[config.mk]
export PLATFORM = sky130hd
export DESIGN_NAME = pcg64_ctrl
export DESIGN_NICKNAME = d
export VERILOG_FILES = /design/src/hdl/pcg64_pkg.sv /design/src/hdl/pcg64_ctrl.sv
export SDC_FILE = /design/constraint.sdc
export NUM_CORES = 1
export LEC_CHECK = 0
export BUFFER_PORTS_ARGS = -buffer_cell sky130_fd_sc_hd__buf_2
export CAP_MARGIN = 15
export CORE_MARGIN = 8
export CORE_UTILIZATION = 54
export DETAILED_ROUTE_END_ITERATION = 12
export GPL_ROUTABILITY_DRIVEN = 0
export PLACE_DENSITY = 0.79
export SYNTH_ARGS = -nofsm -noshare
export SYNTH_HDL_FRONTEND = slang
export SYNTH_SLANG_ARGS = --single-unit
[constraint.sdc]
create_clock -name clk -period 2.21 [get_ports clk]
set_clock_uncertainty 0.05 [all_clocks]
set_input_delay 0.442 -clock clk [delete_from_list [all_inputs] [get_ports clk]]
set_output_delay 0.442 -clock clk [all_outputs]
set_load 0.05 [all_outputs]
[src/hdl/pcg64_pkg.sv]
// Shared types, constants and functions for the PCG64 XSL-RR generator.
package pcg64_pkg;

    localparam logic [127:0] LCG_MULT = {64'd2549297995355413924, 64'd4865540595714422341};
    localparam logic [31:0] SS_INIT_A = 32'h43b0d7e5;
    localparam logic [31:0] SS_MULT_A = 32'h931e8875;
    localparam logic [31:0] SS_INIT_B = 32'h8b51f9dd;
    localparam logic [31:0] SS_MULT_B = 32'h58f38ded;
    localparam logic [31:0] SS_MIX_L  = 32'hca01f9dd;
    localparam logic [31:0] SS_MIX_R  = 32'h4973f715;
    localparam int unsigned SS_SHIFT  = 16;
    localparam int unsigned ROT_SHIFT = 58;

    localparam logic [1:0] REQ_DRAW    = 2'd0;
    localparam logic [1:0] REQ_ADVANCE = 2'd1;
    localparam logic [1:0] REQ_RESEED  = 2'd2;
    localparam logic [1:0] REQ_UNUSED  = 2'd3;

    typedef struct packed {
        logic [1:0]  req_type;
        logic [63:0] jump_hi;
        logic [63:0] jump_lo;
    } pcg_in_t;

    typedef struct packed {
        logic [63:0] rand_value;
        logic        is_draw;
    } pcg_out_t;

    // multiplier operand selects
    typedef enum logic [2:0] {
        MS_STEP,   // state * MULT
        MS_AM,     // am * cm
        MS_AP,     // ap * cm
        MS_CP,     // (cm+1) * cp
        MS_CM,     // cm * cm
        MS_FINAL   // am * state
    } msel_t;

    // datapath ops
    typedef enum logic [3:0] {
        OP_NONE,
        OP_MUL_START,  // launch 128x128 mult
        OP_STEP_DONE,  // state = prod + inc
        OP_ADV_INIT,
        OP_AM_DONE,
        OP_AP_DONE,    // ap = prod + cp
        OP_CP_DONE,
        OP_CM_DONE,    // cm = prod, shift delta
        OP_FINAL_DONE, // state = prod + ap
        OP_SEED_INIT,
        OP_HASH,       // one hash sequencer phase
        OP_ADD_INIT    // state += init_state
    } op_t;

    typedef struct packed {
        op_t         op;
        msel_t       msel;
    } dp_cmd_t;

    typedef struct packed {
        logic mul_done;
        logic delta_zero;
        logic delta_bit;
        logic hash_done;
    } dp_stat_t;

    typedef enum logic [3:0] {
        ST_IDLE,
        ST_STEP_MUL,
        ST_STEP_WAIT,
        ST_ADV_TEST,
        ST_ADV_MUL,
        ST_ADV_WAIT,
        ST_FIN_MUL,
        ST_FIN_WAIT,
        ST_HASH,
        ST_SEED_MUL,
        ST_SEED_WAIT,
        ST_OUT
    } state_t;

    function automatic logic [31:0] mix2(input logic [31:0] x, input logic [31:0] y);
        logic [31:0] r;
        r = (SS_MIX_L * x) - (SS_MIX_R * y);
        return r ^ (r >> SS_SHIFT);
    endfunction

    function automatic logic [63:0] xsl_rr(input logic [127:0] s);
        logic [63:0]  v;
        logic [5:0]   rot;
        logic [127:0] dbl;
        v   = s[127:64] ^ s[63:0];
        rot = s[127:122];
        dbl = {v, v} >> rot;
        return dbl[63:0];
    endfunction

endpackage

[src/hdl/pcg64_ctrl.sv]
// Controller: request sequencing for draw, advance and reseed.
module pcg64_ctrl
    import pcg64_pkg::*;
(
    input  logic        clk,
    input  logic        rst_n,
    input  logic        in_valid,
    input  logic [1:0]  req,
    input  logic        out_stall,
    input  dp_stat_t    stat,
    output logic        in_stall,
    output logic        out_valid,
    output logic        out_draw,
    output dp_cmd_t     cmd
);
    state_t     st_reg, st_next;
    logic [1:0] req_reg, req_next;
    logic [2:0] am_reg, am_next;   // advance sub-step 0 am,1 ap,2 cp,3 cm
    logic       seed2_reg, seed2_next;
    logic       vld_reg, vld_next;
    logic       drw_reg, drw_next;

    always_comb
    begin
        st_next    = st_reg;
        req_next   = req_reg;
        am_next    = am_reg;
        seed2_next = seed2_reg;
        vld_next   = vld_reg;
        drw_next   = drw_reg;
        cmd.op     = OP_NONE;
        cmd.msel   = MS_STEP;
        if (vld_reg && !out_stall)
            vld_next = 1'b0;
        unique case (st_reg)
            ST_IDLE:
            if (in_valid && !(vld_reg && out_stall))
            begin
                req_next = req;
                unique case (req)
                    REQ_DRAW:    begin cmd.op = OP_MUL_START; st_next = ST_STEP_WAIT; end
                    REQ_ADVANCE: begin cmd.op = OP_ADV_INIT; st_next = ST_ADV_TEST; end
                    REQ_RESEED:  begin cmd.op = OP_SEED_INIT; st_next = ST_HASH; end
                    default:     st_next = ST_OUT;
                endcase
            end
            ST_STEP_WAIT:
            if (stat.mul_done)
            begin
                cmd.op = OP_STEP_DONE;
                st_next = ST_OUT;
            end
            ST_ADV_TEST:
            begin
                am_next = stat.delta_bit ? 3'd0 : 3'd2;
                st_next = stat.delta_zero ? ST_FIN_MUL : ST_ADV_MUL;
            end
            ST_ADV_MUL:
            begin
                cmd.op = OP_MUL_START;
                cmd.msel = (am_reg == 3'd0) ? MS_AM : (am_reg == 3'd1) ? MS_AP :
                           (am_reg == 3'd2) ? MS_CP : MS_CM;
                st_next = ST_ADV_WAIT;
            end
            ST_ADV_WAIT:
            if (stat.mul_done)
            begin
                cmd.op = (am_reg == 3'd0) ? OP_AM_DONE : (am_reg == 3'd1) ? OP_AP_DONE :
                         (am_reg == 3'd2) ? OP_CP_DONE : OP_CM_DONE;
                am_next = am_reg + 3'd1;
                st_next = (am_reg == 3'd3) ? ST_ADV_TEST : ST_ADV_MUL;
            end
            ST_FIN_MUL:
            begin
                cmd.op = OP_MUL_START;
                cmd.msel = MS_FINAL;
                st_next = ST_FIN_WAIT;
            end
            ST_FIN_WAIT:
            begin
                cmd.msel = MS_FINAL;
                if (stat.mul_done)
                begin
                    cmd.op = OP_FINAL_DONE;
                    st_next = ST_OUT;
                end
            end
            ST_HASH:
            begin
                cmd.op = OP_HASH;
                seed2_next = 1'b0;
                if (stat.hash_done)
                    st_next = ST_SEED_MUL;
            end
            ST_SEED_MUL:
            begin
                cmd.op = OP_MUL_START;
                st_next = ST_SEED_WAIT;
            end
            ST_SEED_WAIT:
            if (stat.mul_done)
            begin
                cmd.op = OP_STEP_DONE;
                seed2_next = 1'b1;
                st_next = seed2_reg ? ST_OUT : ST_STEP_MUL;
            end
            ST_STEP_MUL:
            begin
                cmd.op = OP_ADD_INIT;
                st_next = ST_SEED_MUL;
            end
            ST_OUT:
            if (!(vld_reg && out_stall))
            begin
                vld_next = 1'b1;
                drw_next = (req_reg == REQ_DRAW);
                st_next  = ST_IDLE;
            end
            default: st_next = ST_IDLE;
        endcase
    end

    always_ff @(posedge clk or negedge rst_n)
    begin
        if (!rst_n)
        begin
            st_reg    <= ST_IDLE;
            req_reg   <= '0;
            am_reg    <= '0;
            seed2_reg <= 1'b0;
            vld_reg   <= 1'b0;
            drw_reg   <= 1'b0;
        end
        else
        begin
            st_reg    <= st_next;
            req_reg   <= req_next;
            am_reg    <= am_next;
            seed2_reg <= seed2_next;
            vld_reg   <= vld_next;
            drw_reg   <= drw_next;
        end
    end

    assign in_stall  = (st_reg != ST_IDLE) || (vld_reg && out_stall);
    assign out_valid = vld_reg;
    assign out_draw  = drw_reg;
endmodule

==> results.sh <==
export IMPL_outcome="finished with violations"
export IMPL_violations="setup timing"
export IMPL_fp_row_count=15
export IMPL_crit_fanout=3
export IMPL_fin_crit_ps=2240
export IMPL_worst_r2r_path_depth=8
export IMPL_r2r_setup_slack_ps=350
export IMPL_tightest_slew_ps=290
export IMPL_syn_nets=141
export IMPL_fin_cells=180
export IMPL_layout_nets=171
export IMPL_port_buffers=19
export IMPL_ys_seq_elements=12
export IMPL_largest_reg_flops=4
export IMPL_antenna_found_initial=0
export IMPL_power_frac_clock=0.084
export IMPL_min_from="req[0]"
export IMPL_num_vias=1109
export IMPL_drv_cap=0
export IMPL_die_h_um=59.0
export IMPL_cp_required_ps=1720
export IMPL_start_kind="flip-flop"
export IMPL_cts_tree="built"
export IMPL_stdcell_area_mm2=0.00136
export IMPL_grt_pass1_vias=1040
export IMPL_track_usage=0.177
export IMPL_clkTransAtPathRegs_ps=100
export IMPL_crit_type="reg -> out"
export IMPL_synth_top_flop_cell="dfrtp_1"
export IMPL_route_detailed_wl_per_inst_um=17.2
export IMPL_ys_types=37
export IMPL_syn_inst=126
export IMPL_p_per_area_mw_per_mm2=1680
export IMPL_clock_fmax_ghz=0.447
export IMPL_relSlewSlack=0.805
export IMPL_crit_end="cmd[4]"
export IMPL_diodes=0
export IMPL_ioPinCount=20
export IMPL_finalSetupViolCount=1
export IMPL_drt_iter0_markers=72
export IMPL_net_switching_power_mw=1.17
export IMPL_cts_buffers=3
export IMPL_power_internal_mw=1.11
export IMPL_ys_async_sr_fraction=1.00
export IMPL_placed_cells=167
export IMPL_placed_cell_area_mm2=0.00113
export IMPL_syn_area_per_cell_um2=7.93
export IMPL_hold_path_depth=2
export IMPL_cts_max_level=1
export IMPL_antenna_left=0
export IMPL_fillers=127
export IMPL_synth_area_leaders="dfrtp_1 (30%), ha_1 (6.3%), a21oi_1 (6.0%)"
export IMPL_dp_hpwl_mm=2.04
export IMPL_finalCritPeriodShare=1.01
export IMPL_rsz0062_at_grt="true"
export IMPL_max_vdd_ir_drop_v=0.000945
export IMPL_p_sw_frac=0.515
export IMPL_drc=0
export IMPL_dieArea_mm2=0.00348
export IMPL_seqPwrFrac=0.185
export IMPL_min_path_type="in -> reg"
export IMPL_firstDrtPassIters=4
export IMPL_synth_enable_flop_cells=0
export IMPL_critical_path_arrival_ps=1740
export IMPL_clock_sinks=12
export IMPL_cts_root_buf="clkbuf_4"
export IMPL_timing_rr_start="am_reg[0]"
export IMPL_overflow=0
export IMPL_synth_area_um2=1000
export IMPL_drive_gt1_frac=0.355
export IMPL_yosysSeqAreaShare=0.300
export IMPL_slew_viol_final=0
export IMPL_combPwrFrac=0.731
export IMPL_r2r_end="st_reg[1]"
export IMPL_fin_ws_ps=-25.7
export IMPL_hold_viol_final=0
export IMPL_yosys_area_top_type="dfrtp_1"
export IMPL_total_power_mw=2.28
export IMPL_cp_startpoint="am_reg[0]"
export IMPL_endpoint_kind="output port"
export IMPL_vias_per_cell=6.16
export IMPL_core_area_mm2=0.00173
export IMPL_area_delta_synth_final_pct=35.5
export IMPL_power_leakage_nw=0.602
export IMPL_drt_wl_total_mm=3.09
export IMPL_yosysWarnings=0
export IMPL_synth_top_area_frac=0.300
export IMPL_clk_path_buf_depth=2
export IMPL_start_util=0.579
export IMPL_die_w_um=59.0
export IMPL_clk_latency_ps=300
export IMPL_grt_max_degree=25
export IMPL_grt_pass1_wl_mm=4.86
power groups by stage:
stage | clock network, mW | logic (mW) | registers [mW]
floorplan | 0 | 0.985 | 0.467
global placement | 0 | 1.28 | 0.407
detailed placement | 0 | 1.31 | 0.419
CTS | 0.187 | 1.46 | 0.397
global route | 0.202 | 1.77 | 0.438
finish | 0.192 | 1.67 | 0.422
synthesized netlist by cell type, drive strengths merged, types with 2 or more instances:
cell and n:
nand2 9, a211o 2, nor2b 2, nor4 3
dfrtp 12, ha 5, mux2i 4, mux2 3
o22ai 4, inv 9, nor2 11, nor3 5
nand3 3, o211ai 2, buf 7, nand2b 8
a21oi 12, o21ai 11
routing by layer:
metal  up-vias  routed length, um  global-route usage
met3         9                244              0.0456
met1       527               1230               0.211
met5         -                  0                   0
li1        514                  -                   -
met4         0                 49              0.0580
met2        59               1570               0.299
stage by stage:
stage | setup slack (ps) | hold slack (ps) | util | setup TNS (ps)
after floorplan | 6.95 | 96.4 | - | 0
after global placement | 168 | 284 | 0.656 | 0
after detailed placement | 75.4 | 291 | 0.656 | 0
after CTS | -15.3 | 404 | 0.720 | -20.6
after global routing | -73.3 | 425 | 0.785 | -179
final | -25.7 | 408 | 0.785 | -25.7
how the worst min path moves through the flow:
stage,endpoint
floorplan,am_reg[0]
global placement,out_valid
detailed placement,req_reg[1]
CTS,req_reg[0]
global route,req_reg[1]
finish,req_reg[0]
cell usage in the layout, fill, tap and decap left out, drive strengths merged, types with 2 or more instances in the layout:
master / Yosys / routed
o211ai: 2 / 2
mux2: 3 / 3
clkbuf: 1 / 5
nor4: 3 / 3
dfrtp: 12 / 12
o21ai: 11 / 11
nor3: 5 / 5
a21oi: 12 / 12
nand2: 9 / 9
a211o: 2 / 2
nand2b: 8 / 8
mux2i: 4 / 4
nor2: 11 / 11
inv: 9 / 9
nand3: 3 / 3
o22ai: 4 / 4
nor2b: 2 / 2
ha: 5 / 5
buf: 7 / 31
critical path: stages (launching register included):
cell	delay (ps)
dfrtp_1	430
buf_6	140
ha_4	160
o21ba_4	190
o21ai_2	150
a21oi_2	70
o21ai_2	140
buf_6	170
kinds of logic after synthesis:
group,after synthesis,synth area share
flip-flops,12,0.300
AO/OA/AOI/OAI,40,0.250
adder cells (fa/ha/maj),5,0.0626
buffers and inverters,17,0.0788
AND/OR/NAND/NOR,45,0.234
multiplexers,7,0.0738
area by class of cell:
cell class              count  area (um^2)  area share
well taps                  25         31.3      0.0231
inverters                   9         33.8      0.0249
repair buffers             33          254       0.187
flip-flops and latches     12          302       0.223
clock buffers               4         36.3      0.0268
multi-input cells          97          698       0.515
repair_timing:
item	4_1_cts	5_1_grt
endpoints found under the setup margin	5	7
resized for setup	10	23
hold buffers	1	0
endpoints found under the hold margin	12	0
buffers inserted	5	3
pin swaps	0	8
Power figures use the tool's default switching activity.
